<file path="src/rtl/ndd_pkg.sv">
package ndd_pkg;

  localparam int NDD_MAX_NODES = 8;

  localparam int Q_W    = 32;
  localparam int FRAC_W = 16;
  localparam int DIF_W  = Q_W + 1;
  localparam int DVD_W  = DIF_W + FRAC_W;
  localparam int PROD_W = 2 * Q_W;
  localparam int TRQ_W  = PROD_W - FRAC_W;
  localparam int SUM_W  = 56;

  localparam logic [Q_W-1:0] Q_ONE = Q_W'(65536);

  // request kinds on the input tuser
  localparam logic [1:0] MODE_LOAD  = 2'd0;
  localparam logic [1:0] MODE_EVAL  = 2'd1;
  localparam logic [1:0] MODE_CLEAR = 2'd2;

  // result status codes
  localparam logic [1:0] ST_OK   = 2'd0;
  localparam logic [1:0] ST_NONE = 2'd1;
  localparam logic [1:0] ST_REP  = 2'd2;
  localparam logic [1:0] ST_FULL = 2'd3;

  // datapath operations issued by the controller
  typedef enum logic [4:0] {
    OP_NONE,
    OP_CLEAR,
    OP_LOAD,
    OP_FULL,
    OP_NONODE,
    OP_EVAL_START,
    OP_COPY_RD,
    OP_COPY_WR,
    OP_RD_A,
    OP_RD_B,
    OP_DIV_START,
    OP_DIV_WR,
    OP_REP,
    OP_SUM_RD0,
    OP_SUM_INIT,
    OP_SUM_RD,
    OP_SUM_D,
    OP_SUM_M1,
    OP_SUM_T,
    OP_SUM_M2,
    OP_SUM_ACC,
    OP_FINISH,
    OP_EMIT
  } op_t;

  // datapath status seen by the controller
  typedef struct packed {
    logic cnt_zero;
    logic cnt_full;
    logic single;
    logic k_last;
    logic i_eq_j;
    logic j_last;
    logic den_zero;
    logic div_done;
    logic out_free;
  } dp_flags_t;

  // clamp a wide signed value to q16.16
  function automatic logic [Q_W-1:0] sat_q(input logic [SUM_W-1:0] v);
    if (&v[SUM_W-1:Q_W-1] || ~|v[SUM_W-1:Q_W-1]) begin
      return v[Q_W-1:0];
    end else if (v[SUM_W-1]) begin
      return {1'b1, {(Q_W-1){1'b0}}};
    end else begin
      return {1'b0, {(Q_W-1){1'b1}}};
    end
  endfunction

  // divide a product by 2^16, rounding toward zero
  function automatic logic [TRQ_W-1:0] trunc_q(input logic [PROD_W-1:0] p);
    logic [PROD_W-1:0] adj;
    adj = p + (p[PROD_W-1] ? PROD_W'(65535) : PROD_W'(0));
    return adj[PROD_W-1:FRAC_W];
  endfunction

endpackage

</file>
<file path="src/rtl/ndd_ctrl.sv">
module ndd_ctrl (
  input  logic               clk,
  input  logic               rst,
  input  logic               in_valid,
  input  logic [1:0]         mode,
  output logic               in_ready,
  input  ndd_pkg::dp_flags_t flags,
  output ndd_pkg::op_t       op
);
  import ndd_pkg::*;

  typedef enum logic [16:0] {
    S_IDLE     = 17'h00001,
    S_COPY_RD  = 17'h00002,
    S_COPY_WR  = 17'h00004,
    S_RD_A     = 17'h00008,
    S_RD_B     = 17'h00010,
    S_DIV_GO   = 17'h00020,
    S_DIV_WAIT = 17'h00040,
    S_SUM_RD0  = 17'h00080,
    S_SUM_INIT = 17'h00100,
    S_SUM_RD   = 17'h00200,
    S_SUM_D    = 17'h00400,
    S_SUM_M1   = 17'h00800,
    S_SUM_T    = 17'h01000,
    S_SUM_M2   = 17'h02000,
    S_SUM_ACC  = 17'h04000,
    S_FIN      = 17'h08000,
    S_EMIT     = 17'h10000
  } state_t;

  state_t state, state_next;

  assign in_ready = (state == S_IDLE);

  always_ff @(posedge clk) begin
    if (rst) begin
      state <= S_IDLE;
    end else begin
      state <= state_next;
    end
  end

  // sequencing of one request
  always_comb begin
    state_next = state;
    op         = OP_NONE;
    unique case (state)
      S_IDLE: begin
        if (in_valid) begin
          unique case (mode)
            MODE_LOAD: begin
              op         = flags.cnt_full ? OP_FULL : OP_LOAD;
              state_next = S_EMIT;
            end
            MODE_CLEAR: begin
              op         = OP_CLEAR;
              state_next = S_EMIT;
            end
            MODE_EVAL: begin
              if (flags.cnt_zero) begin
                op         = OP_NONODE;
                state_next = S_EMIT;
              end else begin
                op         = OP_EVAL_START;
                state_next = S_COPY_RD;
              end
            end
            default: begin
            end
          endcase
        end
      end
      S_COPY_RD: begin
        op         = OP_COPY_RD;
        state_next = S_COPY_WR;
      end
      S_COPY_WR: begin
        op = OP_COPY_WR;
        if (flags.k_last) begin
          state_next = flags.single ? S_SUM_RD0 : S_RD_A;
        end else begin
          state_next = S_COPY_RD;
        end
      end
      S_RD_A: begin
        op         = OP_RD_A;
        state_next = S_RD_B;
      end
      S_RD_B: begin
        op         = OP_RD_B;
        state_next = S_DIV_GO;
      end
      S_DIV_GO: begin
        if (flags.den_zero) begin
          op         = OP_REP;
          state_next = S_EMIT;
        end else begin
          op         = OP_DIV_START;
          state_next = S_DIV_WAIT;
        end
      end
      S_DIV_WAIT: begin
        if (flags.div_done) begin
          op         = OP_DIV_WR;
          state_next = (flags.i_eq_j && flags.j_last) ? S_SUM_RD0 : S_RD_A;
        end
      end
      S_SUM_RD0: begin
        op         = OP_SUM_RD0;
        state_next = S_SUM_INIT;
      end
      S_SUM_INIT: begin
        op         = OP_SUM_INIT;
        state_next = flags.single ? S_FIN : S_SUM_RD;
      end
      S_SUM_RD: begin
        op         = OP_SUM_RD;
        state_next = S_SUM_D;
      end
      S_SUM_D: begin
        op         = OP_SUM_D;
        state_next = S_SUM_M1;
      end
      S_SUM_M1: begin
        op         = OP_SUM_M1;
        state_next = S_SUM_T;
      end
      S_SUM_T: begin
        op         = OP_SUM_T;
        state_next = S_SUM_M2;
      end
      S_SUM_M2: begin
        op         = OP_SUM_M2;
        state_next = S_SUM_ACC;
      end
      S_SUM_ACC: begin
        op         = OP_SUM_ACC;
        state_next = flags.j_last ? S_FIN : S_SUM_RD;
      end
      S_FIN: begin
        op         = OP_FINISH;
        state_next = S_EMIT;
      end
      S_EMIT: begin
        if (flags.out_free) begin
          op         = OP_EMIT;
          state_next = S_IDLE;
        end
      end
      default: begin
        state_next = S_IDLE;
      end
    endcase
  end

endmodule

</file>
<file path="config.mk">
export PLATFORM = sky130hd
export DESIGN_NAME = ndd_ctrl
export DESIGN_NICKNAME = d
export VERILOG_FILES = /design/src/rtl/ndd_pkg.sv /design/src/rtl/ndd_ctrl.sv
export SDC_FILE = /design/constraint.sdc
export NUM_CORES = 1
export LEC_CHECK = 0
export BUFFER_PORTS_ARGS = -buffer_cell sky130_fd_sc_hd__buf_2
export CAP_MARGIN = 20
export CORE_UTILIZATION = 46
export CTS_CLUSTER_DIAMETER = 60
export DETAILED_ROUTE_END_ITERATION = 8
export PLACE_DENSITY = 0.73
export SLEW_MARGIN = 25
export SYNTH_ARGS = -nofsm -noshare
export SYNTH_HDL_FRONTEND = slang
export SYNTH_SLANG_ARGS = --single-unit
</file>
<file path="constraint.sdc">
create_clock -name clk -period 4.6 [get_ports clk]
set_clock_uncertainty 0.15 [all_clocks]
set_input_delay 0.69 -clock clk [delete_from_list [all_inputs] [get_ports clk]]
set_output_delay 0.69 -clock clk [all_outputs]
set_load 0.1 [all_outputs]
</file>
Word-level counts from Yosys, hierarchy flattened
Cells that the tools add are included.

operators by class
  equality and inequality tests = 23
  multiplexer cells = 20
  reduce and logical (&&, ||, !) cells = 4

operators with widths
  kind                    count
  $pmux W17 S17           1
  $mux W17                5
  $pmux W5 S17            1
  $pmux W17 S2            1
  $mux W16                2
  $mux W8                 3
  $eq A17 B1 Y1 const B   1
  $eq A17 B10 Y1 const B  1
  $eq A17 B11 Y1 const B  1
  $eq A17 B12 Y1 const B  1
  $eq A17 B13 Y1 const B  1
  $eq A17 B14 Y1 const B  1
  $eq A17 B15 Y1 const B  1
  $eq A17 B16 Y1 const B  1
  $eq A17 B17 Y1 const B  1
  $eq A17 B2 Y1 const B   1
  $eq A17 B3 Y1 const B   1
  $eq A17 B4 Y1 const B   1
  $eq A17 B5 Y1 const B   1
  $eq A17 B6 Y1 const B   1
  $eq A17 B7 Y1 const B   1
  $eq A17 B8 Y1 const B   1
  $eq A17 B9 Y1 const B   1
  $pmux W3 S3             1
  12 further kinds        16

storage, ports and cells
  flip-flop bits (word level) = 17
  bits of input ports = 14
  output and inout bits = 6

Depth between registers and ports, before layout
Gate-level depths: netlist (run 1).

  word-level depth = 5
  gate-level depth with buffers = 7
  gate-level depth less buffers = 6

Least setup slack after synthesis (run 1)
OpenSTA, ideal clock, no wires.

  path kind = register to output
  from = reg state[8]
  to = out op[1]
  data arrival time = 7.019 ns
  data required time = 3.760 ns
  slack = -3.259 ns
  stages on the path, launching flop included = 6
  path buffers = 0
  cell sequence = dfxtp_1 nor4_2 nand3b_1 nor3_1 nand2_1 o311ai_0

between the ends
  longest elaborated chain between the ends = 2
  elaborated cells between the ends (all ways) = 18
  those cells by class = 17 x eq/ne; 1 x mux

RTL lines
  element                 RTL line        source
  from (decl)             ndd_ctrl.sv:32  state_t state, state_next;
  from (signal assigned)  ndd_ctrl.sv:40  state <= state_next;
  $eq A17 B1 Y1           --
  net in_ready            ndd_ctrl.sv:6   output logic in_ready,
  $pmux W5 S17            ndd_ctrl.sv:48  unique case (state)
  to (decl)               ndd_ctrl.sv:8   output ndd_pkg::op_t op

The timed path passes the listed nets, and every way through them passes these cells.

Final worst setup path (run 1)
  from = reg state[0]
  to = out op[1]

between the ends
  longest elaborated chain between the ends = 2
  elaborated cells between the ends (all ways) = 18
  those cells by class = 17 x eq/ne; 1 x mux

RTL lines
  element                                 RTL line
  $eq A17 B17 Y1 (tied with other cells)  ndd_ctrl.sv:48
  $pmux W5 S17 *                          ndd_ctrl.sv:48

Mark *: on every way between the ends. The rest lies on a longest branch, timed or not.

==> impl_metrics.csv, run 1 <==
group,metric,value,unit
status,status,"finished, final reports clean",
floorplan,ioPinCount,20,
layout,finalCoreUtilization,0.573,
clock_network,longest_clk_path_bufs,2,
worst_setup_path,worstPathBufferInverterCount,1,
sta,worst_slew_pin_slew,0.791,ns
worst_setup_path,crit_path_top_delay_cell,"sky130_fd_sc_hd__or4_1",
sta,period_needed,3.67,ns
sta,fmaxAchievable,272,MHz
worst_setup_path,cpPeakStageDelay,0.56,ns
layout,drive_above_1_share,0.218,
pwr,leakagePower,0.498,nW
clock_network,clk_latency,0.31,ns
job,timing.max_cap.violations,0,
worst_setup_path,required_arrival_time_at_the_worst_endpoint,3.76,ns
worst_setup_path,highest_net_fanout_along_the_worst_path,7,
sta,setup_repair_after_global_routing_missed_its_margin,"false",
sta,final_hold_fails,0,
logic_synthesis,yosys_register_bits,17,
clock_network,postCtsHoldBufs,0,
clock_network,clock_tree.htree_level_count,1,
detailed_routing,drc,0,
detailed_routing,antenna_violating_nets_post_route,0,
place,buffer_ports.inserted,19,
worst_setup_path,crit_path_start_kind,"flip-flop",
sta,report.final.setup_viol,0,
worst_setup_path,crit_path_cell_trace,"or4_1 -> or3_4 -> nor3_1 -> a21oi_1 -> nor3b_1 -> o311ai_2 -> buf_2",
grt,grt.overflow.total,0,
floorplan,floorplan.die.height,51.5,um
pwr,cell_area_power_density,306,nW/um2
pwr,ir_drop,255,uV
logic_synthesis,synth_enable_flop_cells,0,
detailed_routing,wirelength_routed,3050,um
floorplan,die_w,51.5,um
logic_synthesis,async_flop_share,0,
clock_network,post-cts-setup-buffers,0,
logic_synthesis,mappedNetlistNets,158,
layout,layout.nets,180,
logic_synthesis,synth_top_cell_by_area,"sky130_fd_sc_hd__dfxtp_1",
pwr,post-layout-total-power,0.000396,W
floorplan,initial_utilization,0.499,
floorplan,coreArea,2250,um2
worst_setup_path,critPathArrivalTime,2.83,ns
worst_setup_path,worst-setup-path-type,"reg -> out",
layout,fillCellCount,220,
layout,area_growth,14.8,%
logic_synthesis,share_of_the_yosys_chip_area_belonging_to_registers,0.302,
clock_network,cts_tree,"built",
logic_synthesis,synthMostInstantiatedCell,"sky130_fd_sc_hd__nor2_1",
grt,first_global_vias,1110,
grt,grt_pass1_wl,4960,um
layout,largest_registers,"state: 17 flops",
grt,global_route.usage.total,0.257,
worst_setup_path,worst_setup_path_end_kind,"output port",
logic_synthesis,synth_cells,144,
logic_synthesis,synthesis.yosys.warnings,0,
floorplan,area_of_the_die,2650,um2
layout,largest_register_ff_count,17,
clock_network,clkSlewWorstSetupHoldPaths,0.10,ns
place,placed_wire_length_estimate,2430,um
detailed_routing,post_drt_wl_per_cell,15.8,um
logic_synthesis,most_used_flip_flop_cell_after_synthesis,"sky130_fd_sc_hd__dfxtp_1",
clock_network,root_buffer,"sky130_fd_sc_hd__clkbuf_4",
grt,grt_max_degree,14,
grt,initial_antenna_violation_count,0,
sta,timing.final.crit_share,0.798,
logic_synthesis,synth_commonest_cells,"sky130_fd_sc_hd__nor2_1, sky130_fd_sc_hd__dfxtp_1, sky130_fd_sc_hd__nor3_1",
detailed_routing,vias_per_cell,6.30,
place,dp_cells,189,
sta,maxSlewViolCount,0,
detailed_routing,via_count,1215,
clock_network,cts_made_buffers,3,
layout,largest_register,"state",
worst_setup_path,critPathTopFamily,"simple AND/OR/NAND/NOR gates",
logic_synthesis,post_synth.cell_area_avg,7.82,um2
place,globalplace.congestion,0.969,
clock_network,post_cts_resize_count,0,
detailed_routing,drt_iter0_drc,36,
detailed_routing,detailedRoute.firstPassIterationCount,4,
sta,fin_hold_ws,0.392,ns
layout,n_antenna_cell,0,
sta,slew-limit-headroom,0.466,
logic_synthesis,synth_largest_type_area_fraction,0.302,
clock_network,clkSinkCount,17,
logic_synthesis,post_synth_instance_area,1130,um2
layout,stdcell_count,193,
floorplan,core.rowCount,17,
min_path,worst_hold_path_type,"reg -> reg",
logic_synthesis,yosys.cell_types.count,46,
logic_synthesis,synth_area_leaders,"sky130_fd_sc_hd__dfxtp_1, sky130_fd_sc_hd__nor2_1, sky130_fd_sc_hd__nor3_1",
-- placed cells by master, fill, tap and decap left out, types with 4 or more instances in the layout --
cell,n
sky130_fd_sc_hd__buf_2,19
sky130_fd_sc_hd__dfxtp_1,17
sky130_fd_sc_hd__inv_1,9
sky130_fd_sc_hd__nand2_1,8
sky130_fd_sc_hd__nand3_1,9
sky130_fd_sc_hd__nor2_1,24
sky130_fd_sc_hd__nor3_1,9
sky130_fd_sc_hd__nor4_1,7
sky130_fd_sc_hd__or4_1,4
sky130_fd_sc_hd__xnor2_1,5
-- final cells by class --
class | count | area [um2] | share of cell area
Multi-Input combinational cell | 116 | 761 | 0.589
Inverter | 9 | 33.8 | 0.0261
Tap cell | 28 | 35.0 | 0.0271
Sequential cell | 17 | 340 | 0.263
Clock inverter | 1 | 5.00 | 0.00387
Clock buffer | 3 | 22.5 | 0.0174
Timing Repair Buffer | 19 | 95.1 | 0.0736
-- per-layer routing --
layer / global-route usage / vias up / routed length, um / part of all wire
li1: - / 587 / - / -
met1: 0.309 / 556 / 1290 / 0.42
met2: 0.418 / 62 / 1420 / 0.46
met3: 0.0625 / 10 / 258 / 0.085
met4: 0.135 / 0 / 80 / 0.026
met5: 0 / - / 0 / 0
-- power breakdown --
| part | internal (W) | switching (W) |
|---|---|---|
| registers | 0.000152 | 0.00000677 |
| logic | 0.0000395 | 0.000113 |
| clock network | 0.0000324 | 0.0000527 |
-- worst paths after layout --
| path | to | cells after the start | startpoint | slack (ns) |
|---|---|---|---|---|
| max | op[1] | 7 | state[0] | 0.93 |
| min | state[12] | 2 | state[11] | 0.39 |
| max reg2reg | state[2] | 6 | state[8] | 1.72 |
| min reg2reg | state[12] | 2 | state[11] | 0.39 |
-- cells by family after synthesis --
| kind of cell | after synthesis | share of synthesized area |
|---|---|---|
| simple gates | 91 | 0.488 |
| flops | 17 | 0.302 |
| compound gates | 19 | 0.124 |
| buf+inv | 11 | 0.0389 |
| xor+xnor | 6 | 0.0467 |
-- worst register-to-register path, stage by stage (launching register included) --
cell                       delay (ns)
sky130_fd_sc_hd__dfxtp_1         0.34
sky130_fd_sc_hd__nor4_2          0.51
sky130_fd_sc_hd__nand3b_1        0.30
sky130_fd_sc_hd__o41ai_1         0.62
sky130_fd_sc_hd__or3_1           0.51
sky130_fd_sc_hd__nor2_1          0.10
sky130_fd_sc_hd__and4b_2         0.26
-- through the flow --
| stage | setup slack [ns] | setup TNS, ns | area [um2] |
|---|---|---|---|
| 2_1_floorplan | -0.233 | -0.233 | 1140 |
| 3_3_place_gp | 1.29 | 0 | 1260 |
| 3_5_place_dp | 1.30 | 0 | 1260 |
| 4_1_cts | 0.962 | 0 | 1290 |
| 5_1_grt | 0.731 | 0 | 1290 |
| 6_report | 0.930 | 0 | 1290 |
(Power assumes the default switching activity.)
==> run 2, diff against run 1 <==
- ABC_AREA: unset -> 1
- PLACE_DENSITY: 0.73 -> 0.71
- clock period: 4.6 -> 3.6 ns (I/O delays scaled with it)
==> run 2 against run 1 <==
Wire length grew 6.0%. Cell count grew 38%. First-iteration DRC count shrank 28%. Sequential share of layout area shrank 3.9 points.
==> impl_metrics.csv, run 2 <==
group,metric,value,unit
detailed_routing,via_count,1369,
worst_setup_path,crit_path_start_kind,"flip-flop",
clock_network,longest_clk_path_bufs,2,
clock_network,cts_tree,"built",
clock_network,cts_made_buffers,3,
logic_synthesis,yosys_register_bits,17,
logic_synthesis,synth_commonest_cells,"sky130_fd_sc_hd__nand2_1, sky130_fd_sc_hd__inv_1, sky130_fd_sc_hd__nor2_1",
layout,n_antenna_cell,0,
sta,worst_slew_pin_slew,0.488,ns
floorplan,floorplan.die.height,57.1,um
sta,setup_repair_after_global_routing_missed_its_margin,"false",
place,globalplace.congestion,0.842,
worst_setup_path,required_arrival_time_at_the_worst_endpoint,2.91,ns
floorplan,coreArea,2810,um2
layout,largest_register,"state",
layout,largest_register_ff_count,17,
logic_synthesis,async_flop_share,0,
grt,first_global_vias,1272,
grt,global_route.usage.total,0.221,
logic_synthesis,post_synth.cell_area_avg,6.43,um2
logic_synthesis,mappedNetlistNets,231,
sta,slew-limit-headroom,0.677,
logic_synthesis,synth_largest_type_area_fraction,0.244,
detailed_routing,post_drt_wl_per_cell,12.1,um
detailed_routing,detailedRoute.firstPassIterationCount,4,
logic_synthesis,synth_cells,217,
sta,timing.final.crit_share,0.804,
clock_network,post_cts_resize_count,0,
clock_network,clkSinkCount,17,
pwr,post-layout-total-power,0.000862,W
layout,layout.nets,251,
layout,fillCellCount,292,
floorplan,initial_utilization,0.497,
place,dp_slack,1.03,ns
detailed_routing,wirelength_routed,3230,um
floorplan,core.rowCount,19,
floorplan,die_w,57.1,um
detailed_routing,drc,0,
logic_synthesis,yosys.cell_types.count,29,
grt,grt.overflow.total,0,
layout,drive_above_1_share,0.233,
detailed_routing,vias_per_cell,5.13,
floorplan,ioPinCount,20,
sta,report.final.setup_viol,0,
sta,final_hold_fails,0,
clock_network,clock_tree.htree_level_count,1,
worst_setup_path,critPathTopFamily,"simple AND/OR/NAND/NOR gates",
logic_synthesis,synth_enable_flop_cells,0,
grt,grt_max_degree,18,
detailed_routing,drt_iter0_drc,26,
clock_network,post-cts-setup-buffers,0,
layout,largest_registers,"state: 17 flops",
worst_setup_path,cpPeakStageDelay,0.42,ns
place,detailed_place.area,1490,um2
worst_setup_path,critPathArrivalTime,2.20,ns
layout,area_growth,8.97,%
clock_network,root_buffer,"sky130_fd_sc_hd__clkbuf_4",
grt,initial_antenna_violation_count,0,
worst_setup_path,highest_net_fanout_along_the_worst_path,16,
job,timing.max_cap.violations,0,
logic_synthesis,synth_top_cell_by_area,"sky130_fd_sc_hd__dfxtp_1",
sta,tns,0,ns
detailed_routing,antenna_violating_nets_post_route,0,
grt,grt_pass1_wl,5530,um
logic_synthesis,synth_area_leaders,"sky130_fd_sc_hd__dfxtp_1, sky130_fd_sc_hd__nand2_1, sky130_fd_sc_hd__inv_1",
logic_synthesis,most_used_flip_flop_cell_after_synthesis,"sky130_fd_sc_hd__dfxtp_1",
sta,fmaxAchievable,346,MHz
pwr,leakagePower,0.826,nW
layout,final_common_cell,"sky130_fd_sc_hd__nand2_1",
floorplan,area_of_the_die,3260,um2
worst_setup_path,worst-setup-path-type,"reg -> out",
worst_setup_path,worst_setup_path_end_kind,"output port",
place,placed_wire_length_estimate,2550,um
place,buffer_ports.inserted,19,
sta,maxSlewViolCount,0,
logic_synthesis,synthMostInstantiatedCell,"sky130_fd_sc_hd__nand2_1",
status,status,"finished, final reports clean",
clock_network,clk_latency,0.30,ns
min_path,worst_hold_path_type,"in -> reg",
worst_setup_path,critPathMostFrequentCell,"sky130_fd_sc_hd__nand2_1",
layout,area.sequential,340,um2
worst_setup_path,worstPathBufferInverterCount,2,
sta,setup_slack,0.706,ns
clock_network,postCtsHoldBufs,0,
clock_network,clkSlewWorstSetupHoldPaths,0.11,ns
sta,period_needed,2.89,ns
layout,design_area,1520,um2
pwr,cell_area_power_density,567,nW/um2
layout,mostFrequentLayoutCells,"sky130_fd_sc_hd__nand2_1, sky130_fd_sc_hd__inv_1, sky130_fd_sc_hd__nor2_1, sky130_fd_sc_hd__nand3_1, sky130_fd_sc_hd__buf_2",
logic_synthesis,synthesis.yosys.warnings,0,
worst_setup_path,crit_path_top_delay_cell,"sky130_fd_sc_hd__buf_2",
logic_synthesis,share_of_the_yosys_chip_area_belonging_to_registers,0.244,
pwr,ir_drop,679,uV
layout,multiInputGateArea,860,um2
logic_synthesis,post_synth_instance_area,1400,um2
worst_setup_path,crit_path_cell_trace,"inv_1 -> nand4_1 -> nor2_8 -> nand2_1 -> nand2_1 -> nor2_1 -> nand3_1 -> buf_2",
## run 2: cell count changes in the layout (fill, tap and decap cells not counted), moves of 4 or more
cell	delta
sky130_fd_sc_hd__nand2_1	+33
sky130_fd_sc_hd__inv_1	+29
sky130_fd_sc_hd__nand3_1	+19
sky130_fd_sc_hd__nor2_1	+9
sky130_fd_sc_hd__nor3_1	-8
sky130_fd_sc_hd__nor3_2	+7
sky130_fd_sc_hd__nor4_1	-7
sky130_fd_sc_hd__xnor2_1	-5
sky130_fd_sc_hd__nor2_2	+4
sky130_fd_sc_hd__o21ai_0	+4
sky130_fd_sc_hd__or4_1	-4
## run 2: worst register-to-register path, stage by stage (launching register included)
cell and delay [ns]:
sky130_fd_sc_hd__dfxtp_1 0.32, sky130_fd_sc_hd__inv_1 0.35, sky130_fd_sc_hd__nand4_1 0.32, sky130_fd_sc_hd__nor2_8 0.21, sky130_fd_sc_hd__nand2_4 0.06, sky130_fd_sc_hd__nand3_4 0.26
sky130_fd_sc_hd__inv_2 0.08, sky130_fd_sc_hd__nand3_1 0.10, sky130_fd_sc_hd__nand2_1 0.06
## run 2: through the flow
step / hold WS (ns) / utilization / instances
finish: 0.419 / 0.542 / 267
global route: 0.454 / 0.542 / 267
CTS: 0.405 / 0.542 / 267
detailed placement: 0.423 / 0.533 / 263
global placement: 0.424 / 0.533 / 263
floorplan: 0.383 / - / 217
## run 2: final timing paths
path / cells after the start / endpoint / slack, ns / from
max reg2reg: 8 / state[0] / 1.59 / state[16]
min reg2reg: 4 / state[6] / 0.44 / state[6]
max: 8 / op[1] / 0.71 / state[16]
min: 3 / state[1] / 0.42 / flags[5]
## run 2: cells by family (layout without fill, tap and decap cells)
| kind of cell | after synthesis | count (layout) | synth area share |
|---|---|---|---|
| AND/OR/NAND/NOR | 139 | 139 | 0.554 |
| flip-flops | 17 | 17 | 0.244 |
| AO/OA/AOI/OAI | 15 | 15 | 0.0619 |
| buffers and inverters | 46 | 65 | 0.140 |
## run 2: layout make-up
class,count,share of cell area
flip-flops and latches,17,0.224
inverters,42,0.105
multi-input cells,154,0.565
well taps,31,0.0255
clock buffers,4,0.0173
repair buffers,19,0.0626
## run 2: power breakdown
group	total [W]	switching (W)	internal, W
registers	0.000215	0.0000104	0.000204
logic	0.000539	0.000426	0.000113
clock network	0.000108	0.0000652	0.0000432
total	0.000862	0.000501	0.000361
## run 2: routing by layer
metal | GRT usage | vias to the layer above | part of all wire
met3 | 0.0249 | 6 | 0.043
li1 | - | 723 | -
met1 | 0.295 | 599 | 0.49
met5 | 0 | - | 0
met2 | 0.366 | 41 | 0.45
met4 | 0.0836 | 0 | 0.018
==> run 3, diff against run 2 <==
- clock period: 3.6 -> 3 ns (I/O delays scaled with it)
==> run 3 against run 2 <==
Non-clock buffer count unchanged. First-iteration DRC count grew 27%. Total power is 21% higher. Combinational power up 20%. Utilization did not move. Clock power rose by 27%. Setup slack worse by 0.52 ns. Cell area unchanged. Register-to-register slack worse by 0.60 ns.
==> impl_metrics.csv, run 3 (synthesis gave the netlist of run 2 again) <==
group,metric,value,unit
clock_network,cts_made_buffers,3,
detailed_routing,antenna_violating_nets_post_route,0,
grt,grt_max_degree,18,
worst_setup_path,critPathArrivalTime,2.22,ns
worst_setup_path,crit_path_start_kind,"flip-flop",
sta,setup_repair_after_global_routing_missed_its_margin,"false",
worst_setup_path,worst_setup_path_end_kind,"output port",
layout,fillCellCount,301,
min_path,worst_hold_path_type,"in -> reg",
layout,largest_register,"state",
detailed_routing,post_drt_wl_per_cell,11.7,um
floorplan,coreArea,2810,um2
pwr,leakagePower,0.826,nW
worst_setup_path,worst-setup-path-type,"reg -> out",
sta,maxSlewViolCount,0,
detailed_routing,via_count,1387,
clock_network,clk_latency,0.31,ns
clock_network,postCtsHoldBufs,0,
sta,tns,0,ns
grt,initial_antenna_violation_count,0,
sta,timing.final.crit_share,0.940,
clock_network,longest_clk_path_bufs,2,
sta,period_needed,2.82,ns
place,globalplace.congestion,0.845,
worst_setup_path,highest_net_fanout_along_the_worst_path,16,
detailed_routing,detailedRoute.firstPassIterationCount,4,
worst_setup_path,required_arrival_time_at_the_worst_endpoint,2.40,ns
floorplan,initial_utilization,0.497,
clock_network,cts_tree,"built",
grt,global_route.usage.total,0.214,
floorplan,core.rowCount,19,
sta,final_hold_fails,0,
sta,fmaxAchievable,355,MHz
job,timing.max_cap.violations,0,
grt,grt.overflow.total,0,
layout,area_growth,8.97,%
floorplan,area_of_the_die,3260,um2
sta,worst_slew_pin_slew,0.481,ns
layout,mostFrequentLayoutCells,"sky130_fd_sc_hd__nand2_1, sky130_fd_sc_hd__inv_1, sky130_fd_sc_hd__nor2_1, sky130_fd_sc_hd__nand3_1, sky130_fd_sc_hd__buf_2",
layout,layout.nets,251,
layout,largest_register_ff_count,17,
layout,area.sequential,340,um2
detailed_routing,vias_per_cell,5.19,
status,status,"finished, final reports clean",
detailed_routing,wirelength_routed,3130,um
detailed_routing,drc,0,
clock_network,clock_tree.htree_level_count,1,
pwr,ir_drop,619,uV
layout,largest_registers,"state: 17 flops",
clock_network,post-cts-setup-buffers,0,
floorplan,floorplan.die.height,57.1,um
grt,first_global_vias,1248,
sta,report.final.setup_viol,0,
clock_network,post_cts_resize_count,0,
layout,multiInputGateArea,860,um2
layout,n_antenna_cell,0,
place,buffer_ports.inserted,19,
sta,slew-limit-headroom,0.679,
grt,grt_pass1_wl,5380,um
detailed_routing,drt_iter0_drc,33,
place,placed_wire_length_estimate,2510,um
layout,final_common_cell,"sky130_fd_sc_hd__nand2_1",
clock_network,clkSinkCount,17,
clock_network,clkSlewWorstSetupHoldPaths,0.11,ns
pwr,cell_area_power_density,685,nW/um2
pwr,post-layout-total-power,0.00104,W
clock_network,root_buffer,"sky130_fd_sc_hd__clkbuf_4",
floorplan,die_w,57.1,um
floorplan,ioPinCount,20,
layout,drive_above_1_share,0.233,
[run 3: power breakdown]
part	switching (W)	internal [W]	total, W	leakage [nW]
clock	0.0000845	0.0000520	0.000137	0.0150
combinational	0.000512	0.000136	0.000648	0.674
sequential	0.0000126	0.000245	0.000258	0.138
[run 3: per-stage QoR]
stage / cell area, um2 / hold slack (ns) / setup WS, ns / utilization / instances
after floorplan: 1400 / 0.383 / 0.539 / - / 217
final: 1520 / 0.311 / 0.181 / 0.542 / 267
after global placement: 1490 / 0.424 / 0.556 / 0.533 / 263
after detailed placement: 1490 / 0.436 / 0.526 / 0.533 / 263
after CTS: 1520 / 0.305 / 0.171 / 0.542 / 267
after global routing: 1520 / 0.348 / 0.0356 / 0.542 / 267
[run 3: layer usage]
layer  vias up  part of all wire  GRT usage
met5         -                 0          0
met4         0             0.015     0.0906
met3         4             0.041     0.0227
met2        32              0.45      0.346
met1       620              0.49      0.291
li1        731                 -          -
[run 3: worst paths after layout]
kind         startpoint        to  slack [ns]  depth (start not counted)
max           state[16]     op[1]        0.18                          8
min            flags[2]  state[6]        0.31                          4
min reg2reg    state[6]  state[6]        0.46                          4
max reg2reg   state[16]  state[0]        0.99                          8
[run 3: area by class of cell]
type,instances,share of cell area
clock buffers,4,0.0173
well taps,31,0.0255
repair buffers,19,0.0626
inverters,42,0.105
flip-flops and latches,17,0.224
multi-input cells,154,0.565
[run 3: worst max-delay path: stages, from the launching register on]
cell                      delay, ns
sky130_fd_sc_hd__dfxtp_1       0.33
sky130_fd_sc_hd__inv_1         0.36
sky130_fd_sc_hd__nand4_1       0.32
sky130_fd_sc_hd__nor2_8        0.21
sky130_fd_sc_hd__nand2_1       0.08
sky130_fd_sc_hd__nand2_1       0.08
sky130_fd_sc_hd__nor2_1        0.05
sky130_fd_sc_hd__nand3_1       0.05
sky130_fd_sc_hd__buf_2         0.42
